**src/pixel_color_converter_u8_core_defines.svh**
```systemverilog
// Assertion macros for the pixel color converter.
`ifndef PIXEL_COLOR_CONVERTER_U8_CORE_DEFINES_SVH
`define PIXEL_COLOR_CONVERTER_U8_CORE_DEFINES_SVH

`ifndef SYNTHESIS
`define PCC_ASSERT_IMPLY(label, clk, rst, ante, cons) \
   label: assert property (@(posedge clk) disable iff (rst) (ante) |-> (cons)) \
      else $error("pcc assertion failed");
`define PCC_ASSERT_NEXT(label, clk, rst, ante, cons) \
   label: assert property (@(posedge clk) disable iff (rst) (ante) |=> (cons)) \
      else $error("pcc assertion failed");
`else
`define PCC_ASSERT_IMPLY(label, clk, rst, ante, cons)
`define PCC_ASSERT_NEXT(label, clk, rst, ante, cons)
`endif

`endif

```
**src/pcc_u8_pkg.sv**
```systemverilog
package pcc_u8_pkg;

   localparam logic [3:0] MODE_BGR_GRAY   = 4'd0;
   localparam logic [3:0] MODE_BGRA_GRAY  = 4'd1;
   localparam logic [3:0] MODE_RGBA_GRAY  = 4'd2;
   localparam logic [3:0] MODE_GRAY_BGR   = 4'd3;
   localparam logic [3:0] MODE_GRAY_4CH   = 4'd4;
   localparam logic [3:0] MODE_SWAP3      = 4'd5;
   localparam logic [3:0] MODE_BGR_YUV    = 4'd6;
   localparam logic [3:0] MODE_RGB_YUV    = 4'd7;
   localparam logic [3:0] MODE_YUV_BGR    = 4'd8;
   localparam logic [3:0] MODE_YUV_RGB    = 4'd9;
   localparam logic [3:0] MODE_ADD_ALPHA  = 4'd10;
   localparam logic [3:0] MODE_ADD_ALPHA_SWAP  = 4'd11;
   localparam logic [3:0] MODE_DROP_ALPHA      = 4'd12;
   localparam logic [3:0] MODE_DROP_ALPHA_SWAP = 4'd13;
   localparam logic [3:0] MODE_SWAP4      = 4'd14;
   localparam logic [3:0] MODE_NONE       = 4'd15;

   localparam logic [2:0] COUNT_ONE   = 3'd1;
   localparam logic [2:0] COUNT_THREE = 3'd3;
   localparam logic [2:0] COUNT_FOUR  = 3'd4;

   localparam logic [7:0] ALPHA_OPAQUE = 8'd255;

   typedef struct packed {
      logic [7:0] chan_a;
      logic [7:0] chan_b;
      logic [7:0] chan_c;
      logic [7:0] chan_d;
      logic       frame_end;
   } req_type;

   typedef struct packed {
      logic [7:0] res_a;
      logic [7:0] res_b;
      logic [7:0] res_c;
      logic [7:0] res_d;
      logic [2:0] res_count;
      logic       frame_end_out;
   } rsp_type;

endpackage

```
**src/pixel_color_converter_u8_core.sv**
```systemverilog
// Pipeline: 5 register stages; rsp_strobe is the stage 5 register of the stage 4 valid.
// Throughput: one item per clock; busy is tied low, five-stage pipeline with no stall path.
// Items issued while the mode is 15 give no result.
// Reset (synchronous, active high) clears the mode register to 0 and all stage valids;
// items in flight are dropped. The receiver cannot stall.
`include "pixel_color_converter_u8_core_defines.svh"

module pixel_color_converter_u8_core (
   input  logic                clock,
   input  logic                reset,
   input  logic                start,
   output logic                busy,
   input  pcc_u8_pkg::req_type req_data,
   input  logic                csr_write_en,
   input  logic [3:0]          csr_write_data,
   output logic                rsp_strobe,
   output pcc_u8_pkg::rsp_type rsp_data
);

   localparam logic [23:0] K_GRAY_B = 24'd7471;
   localparam logic [23:0] K_GRAY_G = 24'd38470;
   localparam logic [23:0] K_GRAY_R = 24'd19595;
   localparam logic [23:0] ROUND_16 = 24'd32768;
   localparam logic signed [26:0] K_BU = 27'sd133169;
   localparam logic signed [26:0] K_GU = 27'sd25887;
   localparam logic signed [26:0] K_GV = 27'sd38076;
   localparam logic signed [26:0] K_RV = 27'sd74711;
   localparam logic signed [27:0] ROUND_16S = 28'sd32768;
   localparam logic signed [41:0] K_U = 42'sd32244;
   localparam logic signed [41:0] K_V = 42'sd57475;
   // chroma offset 128 << 32 plus half of 2^32
   localparam logic signed [41:0] CHROMA_BIAS = 42'sh080_8000_0000;

   function automatic logic [7:0] clamp_q16(input logic signed [27:0] x);
      logic [7:0] r;
      if (x[27])
         r = 8'd0;
      else if (|x[26:24])
         r = 8'd255;
      else
         r = x[23:16];
      return r;
   endfunction

   function automatic logic [7:0] clamp_q32(input logic signed [41:0] x);
      logic [7:0] r;
      if (x[41])
         r = 8'd0;
      else if (x[40])
         r = 8'd255;
      else
         r = x[39:32];
      return r;
   endfunction

   // mode register
   logic [3:0] mode_ff;

   always_ff @(posedge clock) begin
      if (reset) begin
         mode_ff <= pcc_u8_pkg::MODE_BGR_GRAY;
      end else if (csr_write_en) begin
         mode_ff <= csr_write_data;
      end
   end

   assign busy = 1'b0;

   // stage 1: capture item and mode
   logic       s1_valid_ff, s1_valid_in;
   logic [3:0] s1_mode_ff;
   logic [7:0] s1_a_ff, s1_b_ff, s1_c_ff, s1_d_ff;
   logic       s1_fe_ff;

   assign s1_valid_in = start && !busy && (mode_ff != pcc_u8_pkg::MODE_NONE);

   always_ff @(posedge clock) begin
      if (reset) begin
         s1_valid_ff <= 1'b0;
      end else begin
         s1_valid_ff <= s1_valid_in;
      end
   end

   always_ff @(posedge clock) begin
      s1_mode_ff <= mode_ff;
      s1_a_ff    <= req_data.chan_a;
      s1_b_ff    <= req_data.chan_b;
      s1_c_ff    <= req_data.chan_c;
      s1_d_ff    <= req_data.chan_d;
      s1_fe_ff   <= req_data.frame_end;
   end

   // stage 2: weight products
   logic [7:0] blue_in, red_in;
   logic signed [8:0] u_in, v_in;
   logic       s2_valid_ff;
   logic [3:0] s2_mode_ff;
   logic [7:0] s2_a_ff, s2_b_ff, s2_c_ff, s2_d_ff, s2_blue_ff, s2_red_ff;
   logic       s2_fe_ff;
   logic [23:0] s2_pb_ff, s2_pg_ff, s2_pr_ff;
   logic signed [26:0] s2_pbu_ff, s2_pgu_ff, s2_pgv_ff, s2_prv_ff;

   always_comb begin
      if ((s1_mode_ff == pcc_u8_pkg::MODE_RGBA_GRAY) ||
          (s1_mode_ff == pcc_u8_pkg::MODE_RGB_YUV)) begin
         blue_in = s1_c_ff;
         red_in  = s1_a_ff;
      end else begin
         blue_in = s1_a_ff;
         red_in  = s1_c_ff;
      end
   end

   assign u_in = $signed({1'b0, s1_b_ff}) - 9'sd128;
   assign v_in = $signed({1'b0, s1_c_ff}) - 9'sd128;

   always_ff @(posedge clock) begin
      if (reset) begin
         s2_valid_ff <= 1'b0;
      end else begin
         s2_valid_ff <= s1_valid_ff;
      end
   end

   always_ff @(posedge clock) begin
      s2_mode_ff <= s1_mode_ff;
      s2_a_ff    <= s1_a_ff;
      s2_b_ff    <= s1_b_ff;
      s2_c_ff    <= s1_c_ff;
      s2_d_ff    <= s1_d_ff;
      s2_fe_ff   <= s1_fe_ff;
      s2_blue_ff <= blue_in;
      s2_red_ff  <= red_in;
      s2_pb_ff   <= 24'(blue_in) * K_GRAY_B;
      s2_pg_ff   <= 24'(s1_b_ff) * K_GRAY_G;
      s2_pr_ff   <= 24'(red_in) * K_GRAY_R;
      s2_pbu_ff  <= 27'(u_in) * K_BU;
      s2_pgu_ff  <= 27'(u_in) * K_GU;
      s2_pgv_ff  <= 27'(v_in) * K_GV;
      s2_prv_ff  <= 27'(v_in) * K_RV;
   end

   // stage 3: sums
   logic [23:0] yq_in, gray_sum_in;
   logic [27:0] yy_in;
   logic       s3_valid_ff;
   logic [3:0] s3_mode_ff;
   logic [7:0] s3_a_ff, s3_b_ff, s3_c_ff, s3_d_ff, s3_gray_ff;
   logic       s3_fe_ff;
   logic signed [25:0] s3_db_ff, s3_dr_ff;
   logic signed [27:0] s3_sb_ff, s3_sg_ff, s3_sr_ff;

   assign yq_in       = s2_pb_ff + s2_pg_ff + s2_pr_ff;
   assign gray_sum_in = yq_in + ROUND_16;
   assign yy_in       = 28'({s2_a_ff, 16'h0000});

   always_ff @(posedge clock) begin
      if (reset) begin
         s3_valid_ff <= 1'b0;
      end else begin
         s3_valid_ff <= s2_valid_ff;
      end
   end

   always_ff @(posedge clock) begin
      s3_mode_ff <= s2_mode_ff;
      s3_a_ff    <= s2_a_ff;
      s3_b_ff    <= s2_b_ff;
      s3_c_ff    <= s2_c_ff;
      s3_d_ff    <= s2_d_ff;
      s3_fe_ff   <= s2_fe_ff;
      s3_gray_ff <= gray_sum_in[23:16];
      s3_db_ff   <= 26'({s2_blue_ff, 16'h0000}) - 26'(yq_in);
      s3_dr_ff   <= 26'({s2_red_ff, 16'h0000}) - 26'(yq_in);
      s3_sb_ff   <= yy_in + 28'(s2_pbu_ff) + ROUND_16S;
      s3_sg_ff   <= yy_in - 28'(s2_pgu_ff) - 28'(s2_pgv_ff) + ROUND_16S;
      s3_sr_ff   <= yy_in + 28'(s2_prv_ff) + ROUND_16S;
   end

   // stage 4: chroma products, inverse clamp
   logic       s4_valid_ff;
   logic [3:0] s4_mode_ff;
   logic [7:0] s4_a_ff, s4_b_ff, s4_c_ff, s4_d_ff, s4_gray_ff;
   logic [7:0] s4_ob_ff, s4_og_ff, s4_or_ff;
   logic       s4_fe_ff;
   logic signed [41:0] s4_pu_ff, s4_pv_ff;

   always_ff @(posedge clock) begin
      if (reset) begin
         s4_valid_ff <= 1'b0;
      end else begin
         s4_valid_ff <= s3_valid_ff;
      end
   end

   always_ff @(posedge clock) begin
      s4_mode_ff <= s3_mode_ff;
      s4_a_ff    <= s3_a_ff;
      s4_b_ff    <= s3_b_ff;
      s4_c_ff    <= s3_c_ff;
      s4_d_ff    <= s3_d_ff;
      s4_fe_ff   <= s3_fe_ff;
      s4_gray_ff <= s3_gray_ff;
      s4_pu_ff   <= 42'(s3_db_ff) * K_U;
      s4_pv_ff   <= 42'(s3_dr_ff) * K_V;
      s4_ob_ff   <= clamp_q16(s3_sb_ff);
      s4_og_ff   <= clamp_q16(s3_sg_ff);
      s4_or_ff   <= clamp_q16(s3_sr_ff);
   end

   // stage 5: chroma clamp, channel assembly, output register
   logic [7:0] u_out, v_out;
   pcc_u8_pkg::rsp_type rsp_in;
   logic       rsp_strobe_ff;
   pcc_u8_pkg::rsp_type rsp_data_ff;

   assign u_out = clamp_q32(s4_pu_ff + CHROMA_BIAS);
   assign v_out = clamp_q32(s4_pv_ff + CHROMA_BIAS);

   always_comb begin
      rsp_in = '0;
      rsp_in.frame_end_out = s4_fe_ff;
      rsp_in.res_count     = pcc_u8_pkg::COUNT_THREE;
      unique case (s4_mode_ff) inside
         pcc_u8_pkg::MODE_BGR_GRAY, pcc_u8_pkg::MODE_BGRA_GRAY,
         pcc_u8_pkg::MODE_RGBA_GRAY: begin
            rsp_in.res_a     = s4_gray_ff;
            rsp_in.res_count = pcc_u8_pkg::COUNT_ONE;
         end
         pcc_u8_pkg::MODE_GRAY_BGR: begin
            rsp_in.res_a = s4_a_ff;
            rsp_in.res_b = s4_a_ff;
            rsp_in.res_c = s4_a_ff;
         end
         pcc_u8_pkg::MODE_GRAY_4CH: begin
            rsp_in.res_a     = s4_a_ff;
            rsp_in.res_b     = s4_a_ff;
            rsp_in.res_c     = s4_a_ff;
            rsp_in.res_d     = pcc_u8_pkg::ALPHA_OPAQUE;
            rsp_in.res_count = pcc_u8_pkg::COUNT_FOUR;
         end
         pcc_u8_pkg::MODE_SWAP3, pcc_u8_pkg::MODE_DROP_ALPHA_SWAP: begin
            rsp_in.res_a = s4_c_ff;
            rsp_in.res_b = s4_b_ff;
            rsp_in.res_c = s4_a_ff;
         end
         pcc_u8_pkg::MODE_BGR_YUV, pcc_u8_pkg::MODE_RGB_YUV: begin
            rsp_in.res_a = s4_gray_ff;
            rsp_in.res_b = u_out;
            rsp_in.res_c = v_out;
         end
         pcc_u8_pkg::MODE_YUV_BGR: begin
            rsp_in.res_a = s4_ob_ff;
            rsp_in.res_b = s4_og_ff;
            rsp_in.res_c = s4_or_ff;
         end
         pcc_u8_pkg::MODE_YUV_RGB: begin
            rsp_in.res_a = s4_or_ff;
            rsp_in.res_b = s4_og_ff;
            rsp_in.res_c = s4_ob_ff;
         end
         pcc_u8_pkg::MODE_ADD_ALPHA: begin
            rsp_in.res_a     = s4_a_ff;
            rsp_in.res_b     = s4_b_ff;
            rsp_in.res_c     = s4_c_ff;
            rsp_in.res_d     = pcc_u8_pkg::ALPHA_OPAQUE;
            rsp_in.res_count = pcc_u8_pkg::COUNT_FOUR;
         end
         pcc_u8_pkg::MODE_ADD_ALPHA_SWAP: begin
            rsp_in.res_a     = s4_c_ff;
            rsp_in.res_b     = s4_b_ff;
            rsp_in.res_c     = s4_a_ff;
            rsp_in.res_d     = pcc_u8_pkg::ALPHA_OPAQUE;
            rsp_in.res_count = pcc_u8_pkg::COUNT_FOUR;
         end
         pcc_u8_pkg::MODE_DROP_ALPHA: begin
            rsp_in.res_a = s4_a_ff;
            rsp_in.res_b = s4_b_ff;
            rsp_in.res_c = s4_c_ff;
         end
         pcc_u8_pkg::MODE_SWAP4: begin
            rsp_in.res_a     = s4_c_ff;
            rsp_in.res_b     = s4_b_ff;
            rsp_in.res_c     = s4_a_ff;
            rsp_in.res_d     = s4_d_ff;
            rsp_in.res_count = pcc_u8_pkg::COUNT_FOUR;
         end
         default: begin
            // mode 15 items never get this far
            rsp_in.res_count = pcc_u8_pkg::COUNT_THREE;
         end
      endcase
   end

   always_ff @(posedge clock) begin
      if (reset) begin
         rsp_strobe_ff <= 1'b0;
      end else begin
         rsp_strobe_ff <= s4_valid_ff;
      end
   end

   always_ff @(posedge clock) begin
      rsp_data_ff <= rsp_in;
   end

   assign rsp_strobe = rsp_strobe_ff;
   assign rsp_data   = rsp_data_ff;

   `PCC_ASSERT_NEXT(a_issue_reaches_s1, clock, reset,
      start && (mode_ff != pcc_u8_pkg::MODE_NONE), s1_valid_ff)
   `PCC_ASSERT_IMPLY(a_s1_mode_meaningful, clock, reset,
      s1_valid_ff, s1_mode_ff != pcc_u8_pkg::MODE_NONE)
   `PCC_ASSERT_NEXT(a_no_phantom_result, clock, reset, !s4_valid_ff, !rsp_strobe_ff)
   `PCC_ASSERT_IMPLY(a_count_legal, clock, reset, rsp_strobe_ff,
      (rsp_data_ff.res_count == pcc_u8_pkg::COUNT_ONE) ||
      (rsp_data_ff.res_count == pcc_u8_pkg::COUNT_THREE) ||
      (rsp_data_ff.res_count == pcc_u8_pkg::COUNT_FOUR))
   `PCC_ASSERT_IMPLY(a_unused_zero, clock, reset,
      rsp_strobe_ff && (rsp_data_ff.res_count != pcc_u8_pkg::COUNT_FOUR),
      rsp_data_ff.res_d == 8'd0)

endmodule
```
**config.mk**
```make
export PLATFORM = sky130hd
export DESIGN_NAME = pixel_color_converter_u8_core
export DESIGN_NICKNAME = d
export VERILOG_FILES = /design/src/pcc_u8_pkg.sv /design/src/pixel_color_converter_u8_core.sv
export VERILOG_INCLUDE_DIRS = /design/src /design/src/src
export SDC_FILE = /design/constraint.sdc
export NUM_CORES = 2
export LEC_CHECK = 0
export BUFFER_PORTS_ARGS = -buffer_cell sky130_fd_sc_hd__buf_4
export CAP_MARGIN = 15
export CORE_MARGIN = 1
export CORE_UTILIZATION = 60
export CTS_CLUSTER_DIAMETER = 100
export CTS_CLUSTER_SIZE = 25
export DETAILED_ROUTE_END_ITERATION = 10
export HOLD_SLACK_MARGIN = 0.15
export PLACE_DENSITY = 0.85
export SLEW_MARGIN = 20
export SYNTH_ARGS = -nofsm -noshare
export SYNTH_HDL_FRONTEND = slang
export SYNTH_SLANG_ARGS = --single-unit
```
**constraint.sdc**
```tcl
create_clock -name clock -period 8.3 [get_ports clock]
set_input_delay 0.415 -clock clock [delete_from_list [all_inputs] [get_ports clock]]
set_output_delay 0.415 -clock clock [all_outputs]
set_load 0.05 [all_outputs]
```
== After elaboration in Yosys (flattened, before gate mapping) ==
Cells that the tools add are included.

* Add/subtract/negate cells: 16
* $mul: 9
* Equal/unequal tests: 17
* Mux-type cells: 13
* Reduce and logical (&&, ||, !) cells: 15

{| class="wikitable"
|+ Operators by type and width
! kind !! number
|-
| 16-bit case mux with 6 select lines || 1
|-
| 28-bit by 16-bit adder with 28-bit output (second input constant) || 3
|-
| 42-bit by 41-bit adder with 42-bit output (second input constant) || 2
|-
| 8-bit 2-to-1 mux || 9
|-
| 25-bit by 27-bit adder with 28-bit output || 2
|-
| 24-bit by 24-bit subtractor with 25-bit output || 2
|-
| 8-bit by 15-bit multiplier with 23-bit output (second input constant) || 2
|-
| 25-bit by 17-bit multiplier with 42-bit output (second input constant) || 1
|-
| 8-bit case mux with 5 select lines || 1
|-
| 25-bit by 14-bit multiplier with 39-bit output (second input constant) || 1
|-
| 4-bit == test (second input constant) || 7
|-
| 9-bit by 18-bit multiplier with 27-bit output (second input constant) || 1
|-
| 9-bit by 19-bit multiplier with 27-bit output (second input constant) || 1
|-
| 26-bit by 26-bit subtractor with 27-bit output || 1
|-
| 25-bit by 25-bit subtractor with 26-bit output || 1
|-
| 9-bit by 16-bit multiplier with 25-bit output (second input constant) || 1
|-
| 21-bit by 24-bit adder with 24-bit output || 1
|-
| 24-bit by 16-bit adder with 24-bit output (second input constant) || 1
|-
| 24-bit by 23-bit adder with 24-bit output || 1
|-
| 9-bit by 15-bit multiplier with 24-bit output (second input constant) || 1
|-
| 8-bit by 13-bit multiplier with 21-bit output (second input constant) || 1
|-
| 4-bit by 3-bit == test with 1-bit output (second input constant) || 5
|-
| 8-bit by 8-bit subtractor with 9-bit output (second input constant) || 2
|-
| 8-bit case mux with 2 select lines || 1
|-
| 11 further kinds || 21
|}

* Bits in registers: 635
* Input bits: 41
* Output and inout bits: 38
* Logic and storage cells: 127

== Depth between registers and ports, before layout ==
* Depth after elaboration: 4
* Gate-level depth with buffers: 24
* Depth with buffers taken out: 24

== Least setup slack after synthesis ==
Ideal clock, no wire load.

* Path kind: flip-flop to flip-flop
* Start: register, netlist name s3_db_ff[24]
* End: register s4_pu_ff[40]
* Setup time: 0.119 ns
* Arrival time: 6.149 ns
* Required time: 8.181 ns
* Path slack: 2.033 ns
* Cell stages (with the launch flop): 22
* Path buffers: 0
* Period minus slack after synthesis: 6.267 ns
* Cell sequence: dfxtp_1 > inv_1 > fa_1 > inv_1 > ha_1 > inv_1 > fa_1 > inv_1 > fa_1 > fa_1 > inv_1 > fa_1 > inv_1 > ha_1 > a21o_1 > a21o_1 > a21oi_1 > o221ai_1 > o41ai_1 > o21a_1 > o21ba_2 > xnor2_1

* Word-level cells in the longest chain between the ends: 1

{| class="wikitable"
|+ RTL lines
! element !! RTL line !! RTL
|-
| 25-bit by 14-bit multiplier with 39-bit output || pixel_color_converter_u8_core.sv:205 || <nowiki>s4_pu_ff <= 42'(s3_db_ff) * K_U;</nowiki>
|-
| end signal, assigned || pixel_color_converter_u8_core.sv:205 ||
|-
| end, declared || pixel_color_converter_u8_core.sv:187 || <nowiki>logic signed [41:0] s4_pu_ff, s4_pv_ff;</nowiki>
|}

No other way between the ends.
A chain may end at the register's enable or synchronous reset.

==> results.sh <==
export IMPL_grt_busiest_layer="met2"
export IMPL_cap_viol_max_count=0
export IMPL_grtUsageMet1_pct=34.7
export IMPL_area_delta_synth_final_pct=6.72
export IMPL_violations="design-rule violations"
export IMPL_grtUsageTotal_pct=27.1
export IMPL_synthesis_area_mm2=0.0413
export IMPL_fp_dieH_um=264
export IMPL_place_hpwl_um=78200
export IMPL_worstPathArrival_ns=7.18
export IMPL_yosys_warnings=0
export IMPL_gp_congestion=0.938
export IMPL_die_w_um=264
export IMPL_hold_violations=0
export IMPL_initial_core_util_pct=61.1
export IMPL_vias_per_cell=5.46
export IMPL_num_rows=95
export IMPL_grt_pass1_wl_um=151000
export IMPL_wl_um=92600
export IMPL_drt_iter0_markers=1815
export IMPL_max_clock_freq_mhz=151
export IMPL_synthTopCellsByCount="inv_1, ha_1, dfxtp_1"
export IMPL_tightest_slew_ns=1.12
export IMPL_slew_viol_final=0
export IMPL_synth_edf_count=0
export IMPL_ys_async_sr_fraction_pct=0
export IMPL_ys_top_cells_by_area="ha_1, dfxtp_1, fa_1"
export IMPL_grt_overflow_total=0
export IMPL_crit_path_max_fanout=5
export IMPL_fin_worst_skew_ns=0.0343
export IMPL_hp_class="input pin to flop"
export IMPL_period_share_pct=80.0
export IMPL_critPathKind="flop to flop"
export IMPL_netlist_area_leader_share_pct=24.7
export IMPL_grt_util_met2_pct=46.8
export IMPL_ys_flop_type="dfxtp_1"
export IMPL_cts_path_max_buffers=3
export IMPL_core_area_mm2=0.0676
export IMPL_synth_seq_cells=474
export IMPL_antenna_found_initial=2
export IMPL_cts_tree="built"
export IMPL_use_met3_pct=3.44
export IMPL_final_nets=5552
export IMPL_pin_count=79
export IMPL_layout_drive_gt1_share_pct=4.59
export IMPL_worstSetupEndpointType="flop"
export IMPL_synth_seq_area_share_pct=23.0
export IMPL_drc=9
export IMPL_ys_types=90
export IMPL_ant_nets=0
export IMPL_setup_total_negative_slack_ns=0
export IMPL_setup_viol=0
export IMPL_post_cts_buffers=0
export IMPL_syn_num_nets=5426
export IMPL_finalCriticalPeriod_ns=6.64
export IMPL_cts_root_buf="clkbuf_16"
export IMPL_synth_most_common_cell="inv_1"
export IMPL_die_area_mm2=0.0700
export IMPL_syn_instance_count=4135
export IMPL_dr_pass1_iters=11
export IMPL_post_drt_wl_per_cell_um=18.0
export IMPL_htreeDepth=1
export IMPL_cp_start_kind="flop"
export IMPL_rsz0062_at_grt="false"
export IMPL_vias=28100
export IMPL_relSlewSlack_pct=24.8
export IMPL_portBuffers=77
export IMPL_required_ns=8.83
export IMPL_grt_max_degree=26
export IMPL_grt_pass1_vias=29500
export IMPL_clkTransAtPathRegs_ns=0.10
export IMPL_clk_latency_ns=0.60
export IMPL_status="finished, violations left"
export IMPL_synth_avg_cell_area_um2=10.0
export IMPL_cts_sinks=474
export IMPL_synth_top_area_cell="ha_1"
export IMPL_cts_buffers=25
==> area by class of cell <==
cell class	instances	area (um^2)
clock inverter	7	108
timing repair buffer	129	1070
clock buffer	26	629
multi-input combinational	2674	28100
inverter	957	3590
antenna	1	2.50
sequential	474	9490
tap	873	1090
fill	5040	23500
==> what timing repair did <==
| action | in CTS | in global routing |
|---|---|---|
| gates resized for setup | 0 | 0 |
| hold buffers | 42 | 0 |
| hold endpoints to repair | 42 | 0 |
==> cell usage in the layout, fill, tap and decap left out, types with 7 or more instances in the layout <==
| cell type | instances |
|---|---|
| a211o_1 | 8 |
| o21ai_0 | 114 |
| xor2_1 | 82 |
| nor2b_1 | 32 |
| or2_2 | 20 |
| a222oi_1 | 24 |
| nand2_1 | 110 |
| nand3_1 | 44 |
| buf_4 | 87 |
| o21bai_1 | 27 |
| mux2_2 | 25 |
| and2_1 | 22 |
| or3_1 | 12 |
| mux2i_1 | 10 |
| a31oi_1 | 15 |
| and3_1 | 32 |
| dlygate4sd3_1 | 42 |
| clkbuf_16 | 25 |
| dfxtp_1 | 474 |
| a211oi_1 | 11 |
| a21o_1 | 81 |
| nand4_1 | 16 |
| ha_1 | 816 |
| o211ai_1 | 9 |
| xnor2_1 | 181 |
| nand2b_1 | 28 |
| inv_1 | 956 |
| o31ai_1 | 7 |
| nor3_1 | 42 |
| nand3b_1 | 7 |
| nor2_1 | 181 |
| o21a_1 | 30 |
| fa_1 | 434 |
| a21oi_1 | 137 |
==> worst paths after layout <==
kind                 startpoint            end  slack (ns)  depth (start not counted)
setup / recovery   s3_dr_ff[12]   s4_pu_ff[40]        1.66                         22
hold / removal     csr_write_en     mode_ff[1]        0.17                          3
hold reg to reg   s2_mode_ff[3]  s3_mode_ff[3]        0.33                          0
setup reg to reg   s3_dr_ff[12]   s4_pu_ff[40]        1.66                         22
==> through the flow <==
stage          hold WS, ns  util, %  setup WS (ns)  area (um^2)  std cells
3_5_place_dp         0.312     63.5           1.69        43000       5065
6_report             0.170     65.2           1.66        44100       5141
3_3_place_gp         0.310     63.5           1.84        43000       5065
2_1_floorplan        0.310        -           2.03        41300       4135
4_1_cts              0.150     65.2           1.65        44100       5140
5_1_grt              0.162     65.2           1.15        44100       5141
==> registers in the layout (all words and copies together) (netlist names), 9 cells and up <==
name / count
s2_pgv_ff: 21
s2_pbu_ff: 15
s2_pr_ff: 22
s2_pg_ff: 21
s3_db_ff: 9
rsp_data: 36
s3_sb_ff: 15
s3_dr_ff: 25
s3_sg_ff: 13
s2_pgu_ff: 25
s4_pv_ff: 11
s3_sr_ff: 13
s2_pb_ff: 20
s2_prv_ff: 15
s4_pu_ff: 10
==> cells by family (layout without fill, tap and decap cells) <==
| logic type | count (synthesis) | count (layout) | share of synthesized area [%] |
|---|---|---|---|
| adders and majority gates | 1251 | 1251 | 45.7 |
| buffers and inverters | 987 | 1119 | 9.01 |
| and+or+nand+nor | 578 | 578 | 6.91 |
| AOI/OAI and AO/OA | 545 | 545 | 8.85 |
| DFF | 474 | 474 | 23.0 |
| xor gates and xnor gates | 264 | 264 | 5.61 |
| muxes | 35 | 35 | 0.923 |
| other | 1 | 2 | 0.00907 |
==> per-layer routing <==
layer / vias to the layer above / share of wire, %
met4: 0 / 4.2
li1: 13600 / -
met3: 190 / 5.5
met5: - / 0
met1: 13600 / 43
met2: 764 / 48
==> worst max-delay path, stage by stage (launching register included) <==
cell      delay [ns]
dfxtp_1         0.41
inv_1           0.22
fa_1            0.59
inv_1           0.07
fa_1            0.47
fa_1            0.54
fa_1            0.52
fa_1            0.55
inv_1           0.05
fa_1            0.50
inv_1           0.04
ha_1            0.30
a21o_1          0.16
a21o_1          0.17
a21oi_1         0.31
and3b_1         0.22
o211ai_1        0.11
nand3b_1        0.13
o221ai_1        0.16
o41ai_1         0.55
o21a_1          0.25
o21ba_2         0.14
xnor2_1         0.10
Power is not shown: default switching activity piles up to over one toggle a cycle in this logic, so the estimate is an artifact.
